**src/rtl/core/qlt_pkg.sv**
```systemverilog
// Shared types and constants for the quoted line tokenizer.
package qlt_pkg;

    localparam int QLT_QUEUE_DEPTH = 4;
    localparam int QLT_PTR_W       = $clog2(QLT_QUEUE_DEPTH);
    localparam int QLT_CNT_W       = $clog2(QLT_QUEUE_DEPTH + 1);

    localparam logic [1:0] KIND_CHAR  = 2'd0;
    localparam logic [1:0] KIND_BEGIN = 2'd1;
    localparam logic [1:0] KIND_OK    = 2'd2;
    localparam logic [1:0] KIND_ERROR = 2'd3;

    localparam logic [3:0] ERR_NONE          = 4'd0;
    localparam logic [3:0] ERR_QUOTE_IN_WORD = 4'd1;
    localparam logic [3:0] ERR_CTRL_IN_WORD  = 4'd2;
    localparam logic [3:0] ERR_UNTERM_QUOTE  = 4'd3;
    localparam logic [3:0] ERR_CTRL_IN_QUOTE = 4'd4;
    localparam logic [3:0] ERR_UNTERM_ESC    = 4'd5;
    localparam logic [3:0] ERR_BAD_HEX       = 4'd6;
    localparam logic [3:0] ERR_BAD_ESC       = 4'd7;
    localparam logic [3:0] ERR_NO_SPACE      = 4'd8;

    typedef struct packed {
        logic [1:0] kind;
        logic [7:0] out_char;
        logic       quoted;
        logic [3:0] err_code;
        logic       last;
    } t_result;

    // Results produced by one accepted word: count is 0, 1 or 2.
    typedef struct packed {
        logic [1:0] count;
        t_result    res0;
        t_result    res1;
    } t_push;

endpackage

```
**src/rtl/core/qlt_scan.sv**
```systemverilog
// Scanner state and the per-word decode that produces up to two results.
module qlt_scan
    import qlt_pkg::*;
(
    input  logic       i_clk,
    input  logic       i_rst_n,
    input  logic       i_take,
    input  logic [7:0] i_in_char,
    input  logic       i_line_end,
    output t_push      o_push
);

    localparam logic [3:0] MODE_BETWEEN     = 4'd0;
    localparam logic [3:0] MODE_WORD        = 4'd1;
    localparam logic [3:0] MODE_QUOTE       = 4'd2;
    localparam logic [3:0] MODE_ESCAPE      = 4'd3;
    localparam logic [3:0] MODE_HEX_HIGH    = 4'd4;
    localparam logic [3:0] MODE_HEX_LOW     = 4'd5;
    localparam logic [3:0] MODE_AFTER_QUOTE = 4'd6;
    localparam logic [3:0] MODE_COMMENT     = 4'd7;
    localparam logic [3:0] MODE_DROP        = 4'd8;

    localparam logic [7:0] CH_TAB   = 8'h09;
    localparam logic [7:0] CH_LF    = 8'h0a;
    localparam logic [7:0] CH_CR    = 8'h0d;
    localparam logic [7:0] CH_SPACE = 8'h20;
    localparam logic [7:0] CH_DEL   = 8'h7f;
    localparam logic [7:0] CH_DQUOTE = 8'h22;
    localparam logic [7:0] CH_HASH  = 8'h23;
    localparam logic [7:0] CH_BSLASH = 8'h5c;

    logic [3:0] r_mode;
    logic [3:0] n_mode;
    logic       r_seen;
    logic       n_seen;
    logic [3:0] r_nibble;
    logic [3:0] n_nibble;
    logic [3:0] r_err;
    logic [3:0] n_err;

    function automatic logic is_control(input logic [7:0] c);
        return (c < CH_SPACE && c != CH_TAB) || c == CH_DEL;
    endfunction

    function automatic logic is_space(input logic [7:0] c);
        return c == CH_SPACE || c == CH_TAB;
    endfunction

    // Bit 4 flags a valid hex digit, bits 3:0 carry its value.
    function automatic logic [4:0] hex_decode(input logic [7:0] c);
        logic [4:0] r;
        r = 5'd0;
        if (c >= 8'h30 && c <= 8'h39) begin
            r = {1'b1, c[3:0]};
        end else if ((c >= 8'h61 && c <= 8'h66) || (c >= 8'h41 && c <= 8'h46)) begin
            r = {1'b1, c[3:0] + 4'd9};
        end
        return r;
    endfunction

    function automatic t_result mk_char(input logic [7:0] c);
        t_result r;
        r = '0;
        r.kind     = KIND_CHAR;
        r.out_char = c;
        r.last     = 1'b1;
        return r;
    endfunction

    logic [4:0] w_hex;
    logic [7:0] w_hex_val;
    logic [3:0] w_end_err;

    always_comb begin
        w_hex     = hex_decode(i_in_char);
        w_hex_val = {r_nibble, w_hex[3:0]};
        w_end_err = r_err;
        if (r_err == ERR_NONE) begin
            if (r_mode == MODE_QUOTE) begin
                w_end_err = ERR_UNTERM_QUOTE;
            end else if (r_mode == MODE_ESCAPE) begin
                w_end_err = ERR_UNTERM_ESC;
            end else if (r_mode == MODE_HEX_HIGH || r_mode == MODE_HEX_LOW) begin
                w_end_err = ERR_BAD_HEX;
            end
        end
    end

    always_comb begin
        n_mode   = r_mode;
        n_seen   = r_seen;
        n_nibble = r_nibble;
        n_err    = r_err;
        o_push   = '0;
        if (i_line_end) begin
            o_push.count = 2'd1;
            o_push.res0.last = 1'b1;
            if (w_end_err != ERR_NONE) begin
                o_push.res0.kind     = KIND_ERROR;
                o_push.res0.err_code = w_end_err;
            end else begin
                o_push.res0.kind = KIND_OK;
            end
            n_mode   = MODE_BETWEEN;
            n_seen   = 1'b0;
            n_nibble = 4'd0;
            n_err    = ERR_NONE;
        end else begin
            unique case (r_mode)
                MODE_WORD: begin
                    if (is_space(i_in_char)) begin
                        n_mode = MODE_BETWEEN;
                    end else if (i_in_char == CH_DQUOTE) begin
                        n_err  = ERR_QUOTE_IN_WORD;
                        n_mode = MODE_DROP;
                    end else if (is_control(i_in_char)) begin
                        n_err  = ERR_CTRL_IN_WORD;
                        n_mode = MODE_DROP;
                    end else begin
                        o_push.count = 2'd1;
                        o_push.res0  = mk_char(i_in_char);
                    end
                end
                MODE_QUOTE: begin
                    if (i_in_char == CH_DQUOTE) begin
                        n_mode = MODE_AFTER_QUOTE;
                    end else if (is_control(i_in_char)) begin
                        n_err  = ERR_CTRL_IN_QUOTE;
                        n_mode = MODE_DROP;
                    end else if (i_in_char == CH_BSLASH) begin
                        n_mode = MODE_ESCAPE;
                    end else begin
                        o_push.count = 2'd1;
                        o_push.res0  = mk_char(i_in_char);
                    end
                end
                MODE_ESCAPE: begin
                    n_mode       = MODE_QUOTE;
                    o_push.count = 2'd1;
                    case (i_in_char)
                        CH_DQUOTE, CH_BSLASH: o_push.res0 = mk_char(i_in_char);
                        8'h6e: o_push.res0 = mk_char(CH_LF);
                        8'h72: o_push.res0 = mk_char(CH_CR);
                        8'h74: o_push.res0 = mk_char(CH_TAB);
                        8'h78: begin
                            o_push.count = 2'd0;
                            n_mode       = MODE_HEX_HIGH;
                        end
                        default: begin
                            o_push.count = 2'd0;
                            n_err        = ERR_BAD_ESC;
                            n_mode       = MODE_DROP;
                        end
                    endcase
                end
                MODE_HEX_HIGH: begin
                    if (w_hex[4]) begin
                        n_nibble = w_hex[3:0];
                        n_mode   = MODE_HEX_LOW;
                    end else begin
                        n_err  = ERR_BAD_HEX;
                        n_mode = MODE_DROP;
                    end
                end
                MODE_HEX_LOW: begin
                    if (w_hex[4] && is_control(w_hex_val)) begin
                        o_push.count = 2'd1;
                        o_push.res0  = mk_char(w_hex_val);
                        n_mode       = MODE_QUOTE;
                    end else begin
                        n_err  = ERR_BAD_HEX;
                        n_mode = MODE_DROP;
                    end
                end
                MODE_AFTER_QUOTE: begin
                    if (is_space(i_in_char)) begin
                        n_mode = MODE_BETWEEN;
                    end else begin
                        n_err  = ERR_NO_SPACE;
                        n_mode = MODE_DROP;
                    end
                end
                MODE_COMMENT, MODE_DROP: begin
                    n_mode = r_mode;
                end
                default: begin
                    // Between tokens; any unused code behaves the same.
                    if (is_space(i_in_char)) begin
                        n_mode = MODE_BETWEEN;
                    end else if (i_in_char == CH_DQUOTE) begin
                        n_seen             = 1'b1;
                        o_push.count       = 2'd1;
                        o_push.res0.kind   = KIND_BEGIN;
                        o_push.res0.quoted = 1'b1;
                        o_push.res0.last   = 1'b1;
                        n_mode             = MODE_QUOTE;
                    end else if (!r_seen && i_in_char == CH_HASH) begin
                        n_mode = MODE_COMMENT;
                    end else if (is_control(i_in_char)) begin
                        n_err  = ERR_CTRL_IN_WORD;
                        n_mode = MODE_DROP;
                    end else begin
                        n_seen           = 1'b1;
                        o_push.count     = 2'd2;
                        o_push.res0.kind = KIND_BEGIN;
                        o_push.res1      = mk_char(i_in_char);
                        n_mode           = MODE_WORD;
                    end
                end
            endcase
        end
    end

    always_ff @(posedge i_clk) begin
        if (!i_rst_n) begin
            r_mode   <= MODE_BETWEEN;
            r_seen   <= 1'b0;
            r_nibble <= 4'd0;
            r_err    <= ERR_NONE;
        end else if (i_take) begin
            r_mode   <= n_mode;
            r_seen   <= n_seen;
            r_nibble <= n_nibble;
            r_err    <= n_err;
        end
    end

endmodule

```
**src/rtl/core/qlt_res_queue.sv**
```systemverilog
// Small result queue: takes up to two results per cycle, hands out one.
module qlt_res_queue
    import qlt_pkg::*;
(
    input  logic                 i_clk,
    input  logic                 i_rst_n,
    input  logic                 i_push_en,
    input  t_push                i_push,
    input  logic                 i_pop,
    output logic                 o_not_empty,
    output logic                 o_full_for_two,
    output logic [QLT_CNT_W-1:0] o_count,
    output t_result              o_head
);

    t_result              r_mem [QLT_QUEUE_DEPTH];
    logic [QLT_PTR_W-1:0] r_wr_ptr;
    logic [QLT_PTR_W-1:0] r_rd_ptr;
    logic [QLT_CNT_W-1:0] r_count;
    logic [QLT_CNT_W-1:0] n_count;
    logic [1:0]           w_push_cnt;
    logic [QLT_PTR_W-1:0] w_wr_next;

    assign w_push_cnt = i_push_en ? i_push.count : 2'd0;
    assign w_wr_next  = r_wr_ptr + QLT_PTR_W'(1);
    assign n_count    = r_count + QLT_CNT_W'(w_push_cnt) - QLT_CNT_W'(i_pop);

    assign o_not_empty    = r_count != '0;
    // Hold off new words unless two slots are free.
    assign o_full_for_two = r_count > QLT_CNT_W'(QLT_QUEUE_DEPTH - 2);
    assign o_count        = r_count;
    assign o_head         = r_mem[r_rd_ptr];

    always_ff @(posedge i_clk) begin
        if (w_push_cnt != 2'd0) begin
            r_mem[r_wr_ptr] <= i_push.res0;
        end
        if (w_push_cnt == 2'd2) begin
            r_mem[w_wr_next] <= i_push.res1;
        end
    end

    always_ff @(posedge i_clk) begin
        if (!i_rst_n) begin
            r_wr_ptr <= '0;
            r_rd_ptr <= '0;
            r_count  <= '0;
        end else begin
            r_wr_ptr <= r_wr_ptr + QLT_PTR_W'(w_push_cnt);
            r_rd_ptr <= r_rd_ptr + QLT_PTR_W'(i_pop);
            r_count  <= n_count;
        end
    end

endmodule

```
**src/rtl/core/quoted_line_tokenizer.sv**
```systemverilog
// Top level: line tokenizer with quoted strings, escapes and error reporting.
// The results of an accepted word enter the result queue and are offered from its head.
// Throughput: one word per cycle unless o_stall; a word starting a bare token yields
//   two results, which drain one per cycle through a four-entry result queue while
//   i_stall is low. Input stall rises while fewer than two queue slots are free.
// Reset (synchronous, active low) returns the scanner to between tokens and
//   empties the queue.
module quoted_line_tokenizer
    import qlt_pkg::*;
(
    input  logic       i_clk,
    input  logic       i_rst_n,
    input  logic       i_valid,
    output logic       o_stall,
    input  logic [7:0] i_in_char,
    input  logic       i_line_end,
    output logic       o_valid,
    input  logic       i_stall,
    output logic [1:0] o_kind,
    output logic [7:0] o_out_char,
    output logic       o_quoted,
    output logic [3:0] o_err_code,
    output logic       o_last
);

    logic                 w_take;
    logic                 w_pop;
    logic                 w_full_for_two;
    logic [QLT_CNT_W-1:0] w_count;
    t_push                w_push;
    t_result              w_head;

    assign o_stall = w_full_for_two;
    assign w_take  = i_valid && !w_full_for_two;
    assign w_pop   = o_valid && !i_stall;

    qlt_scan u_scan (
        .i_clk      (i_clk),
        .i_rst_n    (i_rst_n),
        .i_take     (w_take),
        .i_in_char  (i_in_char),
        .i_line_end (i_line_end),
        .o_push     (w_push)
    );

    qlt_res_queue u_queue (
        .i_clk          (i_clk),
        .i_rst_n        (i_rst_n),
        .i_push_en      (w_take),
        .i_push         (w_push),
        .i_pop          (w_pop),
        .o_not_empty    (o_valid),
        .o_full_for_two (w_full_for_two),
        .o_count        (w_count),
        .o_head         (w_head)
    );

    assign o_kind     = w_head.kind;
    assign o_out_char = w_head.out_char;
    assign o_quoted   = w_head.quoted;
    assign o_err_code = w_head.err_code;
    assign o_last     = w_head.last;

    a_count_bound: assert property (@(posedge i_clk) disable iff (!i_rst_n)
        w_count <= QLT_CNT_W'(QLT_QUEUE_DEPTH))
        else $error("result queue overflow");

    a_take_has_room: assert property (@(posedge i_clk) disable iff (!i_rst_n)
        w_take |-> w_count <= QLT_CNT_W'(QLT_QUEUE_DEPTH - 2))
        else $error("word taken without room for two results");

    a_pair_is_begin: assert property (@(posedge i_clk) disable iff (!i_rst_n)
        (w_take && w_push.count == 2'd2) |->
            (w_push.res0.kind == KIND_BEGIN && !w_push.res0.last && w_push.res1.last))
        else $error("two results must be token begin then character");

    a_line_end_one: assert property (@(posedge i_clk) disable iff (!i_rst_n)
        (w_take && i_line_end) |->
            (w_push.count == 2'd1 &&
             (w_push.res0.kind == KIND_OK || w_push.res0.kind == KIND_ERROR)))
        else $error("line end must give one status result");

    a_err_code_set: assert property (@(posedge i_clk) disable iff (!i_rst_n)
        (o_valid && o_kind == KIND_ERROR) |-> o_err_code != ERR_NONE)
        else $error("line error result without error code");

endmodule
```
**config.mk**
```make
export PLATFORM = sky130hd
export DESIGN_NAME = quoted_line_tokenizer
export DESIGN_NICKNAME = d
export VERILOG_FILES = /design/src/rtl/core/qlt_pkg.sv /design/src/rtl/core/qlt_scan.sv /design/src/rtl/core/qlt_res_queue.sv /design/src/rtl/core/quoted_line_tokenizer.sv
export SDC_FILE = /design/constraint.sdc
export NUM_CORES = 1
export LEC_CHECK = 0
export ABC_AREA = 1
export BUFFER_PORTS_ARGS = -buffer_cell sky130_fd_sc_hd__buf_2
export CAP_MARGIN = 20
export CELL_PAD_IN_SITES_DETAIL_PLACEMENT = 1
export CELL_PAD_IN_SITES_GLOBAL_PLACEMENT = 2
export CORE_ASPECT_RATIO = 0.9
export CORE_MARGIN = 5
export CORE_UTILIZATION = 36
export CTS_CLUSTER_SIZE = 12
export DETAILED_ROUTE_END_ITERATION = 10
export GPL_ROUTABILITY_DRIVEN = 0
export PLACE_DENSITY_LB_ADDON = 0.1
export SYNTH_ARGS = -nofsm -noshare
export SYNTH_HDL_FRONTEND = slang
export SYNTH_SLANG_ARGS = --single-unit
export TNS_END_PERCENT = 20
```
**constraint.sdc**
```tcl
create_clock -name i_clk -period 4.65 [get_ports i_clk]
set_input_delay 1.1625 -clock i_clk [delete_from_list [all_inputs] [get_ports i_clk]]
set_output_delay 1.1625 -clock i_clk [all_outputs]
set_load 0.005 [all_outputs]
```
* After elaboration in Yosys (flattened, before gate mapping) *
Memories as Yosys holds them, arrays and structs flattened. A register that Yosys moved wholly into a read port is not among the register bits.
Cells that the tools add are included.

storage, ports and cells
  latch bits = 0
  bits in registers = 20
  ROM bits = 0
  memories = 1
  output and inout port bits = 18
  memory bits (writable) = 64

operators by class
  $mul = 0
  div/mod/pow operators = 0
  shift-type cells = 0
  mux-type cells = 82
  $add $sub $neg = 6
  reductions and logical operators = 33
  $lt $le $gt $ge = 9
  equality and inequality tests = 39
  bitwise operators = 0

memories
  memory         words  width  read ports  clocked after memory_dff  write ports  RTL line             source
  u_queue.r_mem  4      16     1           1                         2            qlt_res_queue.sv:16  t_result r_mem [QLT_QUEUE_DEPTH];

operator list
  operator                                                                          number
  4-bit 2-to-1 mux                                                                  40
  18-bit 2-to-1 mux                                                                 4
  17-bit 2-to-1 mux                                                                 4
  16-bit 2-to-1 mux                                                                 4
  8-bit by 7-bit == test with 1-bit output, second input constant                   7
  14-bit case mux with 4 select lines                                               1
  4-bit case mux with 7 select lines                                                2
  8-bit case mux with 4 select lines                                                1
  8-bit by 6-bit == test with 1-bit output, second input constant                   3
  8-bit by 4-bit != test with 1-bit output, second input constant                   3
  3-bit != test, second input constant                                              7
  4-bit case mux with 5 select lines                                                1
  4-bit by 3-bit == test with 1-bit output, second input constant                   4
  8-bit by 7-bit >= comparator with 1-bit output, second input constant             2
  8-bit by 7-bit less-or-equal comparator with 1-bit output, second input constant  2
  8-bit by 6-bit less-than comparator with 1-bit output, second input constant      2
  4-bit case mux with 4 select lines                                                1
  5-bit 2-to-1 mux                                                                  3
  1-bit 2-to-1 mux                                                                  14
  14-bit 2-to-1 mux                                                                 1
  12-bit AND reduction                                                              1
  1-bit case mux with 5 select lines                                                2
  1-bit logical AND                                                                 9
  9-bit 2-to-1 mux                                                                  1
  37 further kinds                                                                  50

* Depth between registers and ports, before layout *
Gate-level depths: netlist of run 1.

  word-level depth = 16
  gate-level depth with buffers = 23

* By module *
Synthesis of run 1 repeated with hierarchy kept, for this count alone.

second synthesis, totals
  cell total of the unflattened synthesis = 761
  area total of the unflattened synthesis = 5,639.2 µm²

by module, submodules not included
  module                 seq. area each (µm²)  area an instance (µm²)  cells an instance  instances
  qlt_res_queue          2,062.0               3,631.0                 395                1
  qlt_scan               260.2                 1,988.2                 362                1
  quoted_line_tokenizer  0.0                   20.0                    4                  1

* Least setup slack after synthesis of run 1 *
OpenSTA, ideal clock, no wires.

  kind = input port to flip-flop
  start = input port i_in_char[1]
  end = register u_queue.r_count[2], in the netlist u_queue.o_count[2]
  arrival time = 3.543 ns
  slack = 0.987 ns
  required time = 4.530 ns
  stages = 17
  path through = inv_1 -> ha_1 -> nand3_2 -> o21ai_1 -> nand2_2 -> inv_2 -> nand2_1 -> nor3_1 -> nand2_4 -> nor2_8 -> inv_4 -> ha_1 -> inv_1 -> fa_1 -> xor2_1 -> o21ai_0 -> a21oi_1

on the way
  longest elaborated chain between the ends = 15
  elaborated cells between the ends (all ways) = 52

RTL lines
  what                                                                                                                                RTL line                     source
  from (decl)                                                                                                                         quoted_line_tokenizer.sv:15  input logic [7:0] i_in_char,
  8-bit by 7-bit >= comparator with 1-bit output / 8-bit by 7-bit less-or-equal comparator with 1-bit output (equally long branches)  qlt_scan.sv:55               end else if ((c >= 8'h61 && c <= 8'h66) || (c >= 8'h41 && c <= 8'h46)) begin
  1-bit logical AND                                                                                                                   qlt_scan.sv:55
  1-bit logical OR                                                                                                                    qlt_scan.sv:55
  5-bit 2-to-1 mux                                                                                                                    qlt_scan.sv:55
  5-bit 2-to-1 mux                                                                                                                    qlt_scan.sv:53               if (c >= 8'h30 && c <= 8'h39) begin
  8-bit by 6-bit less-than comparator with 1-bit output / 8-bit by 4-bit != test with 1-bit output (equally long branches)            qlt_scan.sv:42               return (c < CH_SPACE && c != CH_TAB) || c == CH_DEL;
  1-bit logical AND                                                                                                                   qlt_scan.sv:42
  1-bit logical OR                                                                                                                    qlt_scan.sv:42
  1-bit logical AND                                                                                                                   qlt_scan.sv:166              if (w_hex[4] && is_control(w_hex_val)) begin
  17-bit 2-to-1 mux                                                                                                                   qlt_scan.sv:166
  4-bit case mux with 5 select lines *                                                                                                qlt_scan.sv:109              unique case (r_mode)
  4-bit 2-to-1 mux *                                                                                                                  qlt_scan.sv:95               if (i_line_end) begin
  2-bit 2-to-1 mux *                                                                                                                  qlt_res_queue.sv:24          assign w_push_cnt = i_push_en ? i_push.count : 2'd0;
  3-bit by 2-bit adder with 3-bit output *                                                                                            qlt_res_queue.sv:26          assign n_count = r_count + QLT_CNT_W'(w_push_cnt) - QLT_CNT_W'(i_pop);
  3-bit by 1-bit subtractor with 3-bit output *                                                                                       qlt_res_queue.sv:26
  to (signal assigned)                                                                                                                qlt_res_queue.sv:51          r_count <= n_count;
  to (decl)                                                                                                                           qlt_res_queue.sv:19          logic [QLT_CNT_W-1:0] r_count;

Every way passes the cells marked *; elsewhere a longest branch is shown, timed or not.
A chain may end at the register's enable or synchronous reset.

==> impl_metrics.env, run 1 <==
export IMPL_status="completed"
export IMPL_finalPower_mw=2.72
export IMPL_grt_overflow=0
export IMPL_die_area_um2=16800
export IMPL_crit_type="in2reg"
export IMPL_dp_hpwl_um=13100
export IMPL_fin_crit_ns=3.86
export IMPL_clk_latency_ns=0.35
export IMPL_grt_pass1_vias=5171
export IMPL_antenna_cells=0
export IMPL_fmax_mhz=259
export IMPL_synth_warnings=0
export IMPL_synth_top_family_by_area="simple AND/OR/NAND/NOR gates"
export IMPL_cts_root_buf="clkbuf_16"
export IMPL_dr_pass1_iters=5
export IMPL_antenna_found_initial=0
export IMPL_ios=31
export IMPL_relSlewSlack_pct=37.4
export IMPL_clkTransAtPathRegs_ns=0.06
export IMPL_ir_drop_uv=306
export IMPL_cp_max_fo=21
export IMPL_synth_compound_area_share_pct=15.5
export IMPL_vias_per_cell=5.35
export IMPL_setup_tns_ns=0
export IMPL_max_stage_delay_ns=0.38
export IMPL_synth_nets=736
export IMPL_synth_async_reset_ratio_pct=0
export IMPL_synth_simple_area_share_pct=32.0
export IMPL_p_leak_nw=2.53
export IMPL_synthMuxAreaShare_pct=0
export IMPL_area_delta_synth_final_pct=11.1
export IMPL_drc=0
export IMPL_grtUsageTotal_pct=21.3
export IMPL_synthAdderAreaFrac_pct=2.81
export IMPL_max_cap_violations=0
export IMPL_initial_core_util_pct=36.7
export IMPL_die_height_um=124
export IMPL_finalSetupViolCount=0
export IMPL_finalHoldViolCount=0
export IMPL_p_per_area_nw_per_um2=475
export IMPL_cts_resized=0
export IMPL_crit_path_cell_trace="buf_2 > inv_1 > ha_1 > nand3_2 > o21ai_1 > nand2_2 > inv_2 > nand2_1 > nor2_1 > nand2_2 > nand2_2 > nor3_2 > nand3_1 > nand3_2 > nand2_4 > nand2_4 > nand2_1"
export IMPL_synth_area_um2=5160
export IMPL_cp_required_ns=4.65
export IMPL_finalMaxSlewViolations=0
export IMPL_worst_pin_slew_ns=0.937
export IMPL_cts_tree="built"
export IMPL_first_iter_violations=248
export IMPL_synth_enable_flop_cells=36
export IMPL_skew_ns=0.00684
export IMPL_crit_path_start_kind="input port"
export IMPL_synth_cells=712
export IMPL_clkSinkCount=84
export IMPL_rows=41
export IMPL_dieWidth_um=136
export IMPL_crit_slowest_cell="nand2_1"
export IMPL_layout_nets=758
export IMPL_cpMostUsedCell="nand2_2"
export IMPL_numPortBuffers=30
export IMPL_ant_nets=0
export IMPL_drive_gt1_share_pct=14.2
export IMPL_crit_arrival_ns=3.86
export IMPL_period_share_pct=83.1
export IMPL_via_count=4983
export IMPL_core_um2=14100
export IMPL_synth_ff_latch_count=84
export IMPL_cts_setup_buffers=0
export IMPL_grt_start_max_net_pins=34
export IMPL_grt_pass1_wl_um=27700
export IMPL_rsz0062_at_grt="no"
export IMPL_crit_family="simple AND/OR/NAND/NOR gates"
export IMPL_crit_buf_inv=3
export IMPL_synth_seq_area_share_pct=39.6
export IMPL_end_kind="flip-flop"
export IMPL_hp_class="reg2reg"
export IMPL_synth_xor_area_share_pct=0.509
export IMPL_cts_buffers=9
export IMPL_ctsHoldBuffers=0
export IMPL_synth_main_ff_cell="dfxtp_1"
export IMPL_wire_per_inst_um=18.4
export IMPL_routed_wl_um=17200
export IMPL_clockBufferDepth=2
export IMPL_h_tree_depth=3
export IMPL_syn_area_per_cell_um2=7.25
export IMPL_synth_cell_types=43
## per-stage QoR
stage	util (%)	worst slack (ns)	cell area, µm²	hold slack (ns)	cells
finish	40.8	0.787	5730	0.460	932
CTS	40.7	0.819	5720	0.462	931
global route	40.8	0.524	5730	0.479	932
detailed placement	38.8	0.456	5450	0.452	915
floorplan	-	0.987	5160	0.434	712
global placement	38.8	0.595	5450	0.449	915
## state kept, by name (all words and copies together), names as in the netlist
signal,cells
u_scan.r_mode,4
u_queue.o_count,3
u_queue.r_mem,64
u_queue.r_wr_ptr,2
u_queue.r_rd_ptr,2
u_scan.r_seen,1
u_scan.r_nibble,4
u_scan.r_err,4
## worst reg2reg max path: stages (launching register included)
cell,delay [ns]
dfxtp_1,0.41
inv_2,0.05
nand2_2,0.10
nor2_2,0.09
nor2_2,0.15
nand2_2,0.12
nor2_4,0.16
inv_2,0.10
nor2_4,0.16
nand2_2,0.09
clkinv_2,0.07
nand2_4,0.07
nor2_8,0.15
inv_4,0.06
ha_1,0.27
inv_1,0.05
fa_1,0.43
xor2_1,0.16
o21ai_0,0.15
a21oi_1,0.05
## layout make-up
type	instances	area [µm²]
clock buffer	9	225
inverter	79	303
sequential	84	2040
fill	1818	8320
clock inverter	7	51.3
multi-input combinational	517	2620
tap	193	241
timing repair buffer	43	248
## path summary, 6_finish.rpt
| path | startpoint | end | slack, ns | cells after the start |
|---|---|---|---|---|
| max reg2reg | u_scan.r_mode[3]$_SDFFE_PN0P_ | u_queue.o_count[2]$_SDFF_PN0_ | 1.63 | 19 |
| min reg2reg | u_queue.r_mem[2][1]$_SDFFE_PP0P_ | u_queue.r_mem[2][1]$_SDFFE_PP0P_ | 0.46 | 2 |
| min | u_queue.r_mem[2][1]$_SDFFE_PP0P_ | u_queue.r_mem[2][1]$_SDFFE_PP0P_ | 0.46 | 2 |
| max | i_in_char[1] | u_queue.r_mem[1][10]$_DFFE_PP_ | 0.79 | 17 |
## synthesized netlist by cell type, types with 4 or more instances
cell type	count	share of area [%]
nand2_4	4	0.87
nand2_2	10	1.2
o21ai_0	80	7.8
buf_2	5	0.48
inv_2	5	0.36
dfxtp_1	48	19
nor2_2	8	0.97
inv_1	71	5.2
edfxtp_1	36	21
a31oi_1	4	0.48
nand3_2	8	1.6
nor2_1	76	5.5
o22ai_1	21	2.5
nor3_1	4	0.39
buf_6	4	0.87
nand3_1	85	8.2
a21oi_1	25	2.4
clkbuf_1	17	1.2
ha_1	10	2.4
o21ai_1	4	0.39
nand2_1	147	11
nand4_1	6	0.73
## layer usage
layer | vias to the layer above | track usage, % | routed length (µm)
li1 | 2432 | - | -
met4 | 0 | 6.05 | 342
met1 | 2428 | 29.2 | 8390
met2 | 98 | 34.8 | 7810
met5 | - | 0 | 0
met3 | 25 | 3.68 | 620
## cell families (layout without fill, tap and decap cells)
family,Yosys count,count (layout)
DFF,84,84
buffers and inverters,111,138
AOI/OAI and AO/OA,146,146
adders and majority gates,11,11
xor gates and xnor gates,3,3
and+or+nand+nor,357,357
## report_power, final
group	leakage [nW]	switching, mW	internal (mW)	total, mW
clock	0.130	0.321	0.365	0.685
sequential	0.742	0.0663	0.922	0.988
combinational	1.66	0.715	0.333	1.05
total	2.53	1.10	1.62	2.72
## placed cells by master, fill, tap and decap left out, drive strengths merged, types with 10 or more instances in the layout
cell / instances
nand3: 93
buf: 43
a21oi: 26
inv: 80
ha: 10
nand2: 161
o21ai: 87
dfxtp: 48
o22ai: 21
edfxtp: 36
nor2: 88
No activity file was read; power rests on OpenSTA's default activity.
==> run 2: changes to the inputs <==
==> constraint.sdc (replaced) <==
create_clock -name i_clk -period 3.65 [get_ports i_clk]
set_input_delay 0.9125 -clock i_clk [delete_from_list [all_inputs] [get_ports i_clk]]
set_output_delay 0.9125 -clock i_clk [all_outputs]
set_load 0.005 [all_outputs]
==> impl_metrics.env, run 2 (synthesized netlist as in run 1, its figures left out) <==
export IMPL_wire_per_inst_um=18.5
export IMPL_dr_pass1_iters=5
export IMPL_ios=31
export IMPL_rows=41
export IMPL_routed_wl_um=17600
export IMPL_relSlewSlack_pct=31.5
export IMPL_max_stage_delay_ns=0.43
export IMPL_cp_max_fo=6
export IMPL_hp_class="reg2reg"
export IMPL_p_leak_nw=2.64
export IMPL_setup_tns_ns=0
export IMPL_fin_crit_ns=3.36
export IMPL_min_to="u_queue.r_mem[1][5]$_SDFFE_PP0P_"
export IMPL_crit_arrival_ns=3.59
export IMPL_vias_per_cell=5.35
export IMPL_largest_reg_flops=64
export IMPL_area_delta_synth_final_pct=14.3
export IMPL_crit_type="in2reg"
export IMPL_grt_start_max_net_pins=34
export IMPL_crit_path_cell_trace="buf_2 > inv_1 > ha_1 > nand3_2 > o21ai_1 > nand2_2 > inv_2 > nand2_1 > nor3_1 > nand2_4 > nor2_8 > inv_4 > ha_1 > inv_1 > fa_1 > xor2_1 > o21ai_0 > a21oi_1"
export IMPL_first_iter_violations=257
export IMPL_period_share_pct=92.1
export IMPL_dp_hpwl_um=13100
export IMPL_grt_pass1_wl_um=28500
export IMPL_cts_root_buf="clkbuf_16"
export IMPL_regMostFlops="u_queue.r_mem"
export IMPL_cp_required_ns=3.88
export IMPL_die_height_um=124
export IMPL_postLayoutCoreUtil_pct=42.0
export IMPL_status="completed"
export IMPL_cts_setup_buffers=0
export IMPL_layout_nets=780
export IMPL_grt_overflow=0
export IMPL_dieWidth_um=136
export IMPL_ant_nets=0
export IMPL_grt_pass1_vias=5259
export IMPL_final_common_cell="nand2_1"
export IMPL_ctsHoldBuffers=0
export IMPL_finalHoldViolCount=0
export IMPL_finalSetupViolCount=0
export IMPL_p_per_area_nw_per_um2=599
export IMPL_skew_ns=0.0112
export IMPL_finalMaxSlewViolations=0
export IMPL_crit_slowest_cell="fa_1"
export IMPL_clkSinkCount=84
export IMPL_max_cap_violations=0
export IMPL_clockBufferDepth=2
export IMPL_fmax_mhz=297
export IMPL_crit_path_start_kind="input port"
export IMPL_die_area_um2=16800
export IMPL_cts_tree="built"
export IMPL_ir_drop_uv=698
export IMPL_reg2regPathDepth=19
export IMPL_core_um2=14100
export IMPL_holdPathStages=2
export IMPL_r2r_start="u_scan.r_mode[3]$_SDFFE_PN0P_"
export IMPL_end_kind="flip-flop"
export IMPL_clkTransAtPathRegs_ns=0.06
export IMPL_drive_gt1_share_pct=16.6
export IMPL_antenna_cells=0
export IMPL_dp_cells=938
export IMPL_rsz0062_at_grt="no"
export IMPL_h_tree_depth=3
export IMPL_most_common_layout_cells="147 x nand2_1, 85 x nand3_1, 80 x o21ai_0, 76 x nor2_1, 71 x inv_1"
export IMPL_cts_resized=0
export IMPL_grtUsageTotal_pct=22.0
export IMPL_numPortBuffers=30
export IMPL_drc=0
export IMPL_cts_buffers=9
export IMPL_r2r_end="u_queue.o_count[2]$_SDFF_PN0_"
export IMPL_antenna_found_initial=0
export IMPL_clk_latency_ns=0.35
export IMPL_worst_pin_slew_ns=1.03
export IMPL_via_count=5101
export IMPL_initial_core_util_pct=36.7
export IMPL_hp_start="u_queue.r_mem[1][5]$_SDFFE_PP0P_"
export IMPL_regToRegSetupSlack_ns=0.54
export IMPL_fin_cells=954
## run 2: routing by layer
metal	global-route usage (%)	vias up	wire, µm
met1	30.4	2483	8490
li1	-	2479	-
met4	6.68	0	313
met5	0	-	0
met3	4.00	23	754
met2	35.5	116	8050
## run 2: critical path: cells and delay by family
kind | cells | cell delay [ns]
and+or+nand+nor | 6 | 0.81
adders and majority gates | 3 | 0.91
buffers and inverters | 5 | 0.42
AOI/OAI and AO/OA | 3 | 0.37
xor gates and xnor gates | 1 | 0.16
## run 2: worst max-delay path by stage
stage          slack (ns)          from  cells past startpoint                             to
6_report             0.29  i_in_char[1]                     18  u_queue.o_count[2]$_SDFF_PN0_
5_1_grt             0.008  i_in_char[0]                     24  u_queue.o_count[2]$_SDFF_PN0_
4_1_cts              0.29  i_in_char[1]                     18  u_queue.o_count[2]$_SDFF_PN0_
3_3_place_gp         0.02  i_in_char[1]                     18  u_queue.o_count[2]$_SDFF_PN0_
2_1_floorplan        0.24  i_in_char[1]                     17  u_queue.o_count[2]$_SDFF_PN0_
3_5_place_dp        -0.07  i_in_char[1]                     18  u_queue.o_count[2]$_SDFF_PN0_
## run 2: final cells by class
class                      count  area (µm²)
inverter                      79         303
clock buffer                  12         238
tap                          193         241
fill                        1819        8160
timing repair buffer          65         425
sequential                    84        2040
multi-input combinational    517        2620
clock inverter                 4        27.5
## run 2: stage by stage
stage | setup slack [ns] | power (mW) | area, µm² | hold slack, ns
CTS | 0.288 | 3.57 | 5900 | 0.458
global placement | 0.0159 | 2.66 | 5630 | 0.444
global route | 0.00752 | 3.77 | 5900 | 0.475
floorplan | 0.237 | 2.18 | 5160 | 0.434
finish | 0.288 | 3.53 | 5900 | 0.453
detailed placement | -0.0705 | 2.70 | 5630 | 0.449
## run 2: where the power goes
part / total [mW] / switching, mW / internal, mW
clock network: 0.856 / 0.391 / 0.465
registers: 1.26 / 0.0839 / 1.17
logic: 1.42 / 0.939 / 0.478
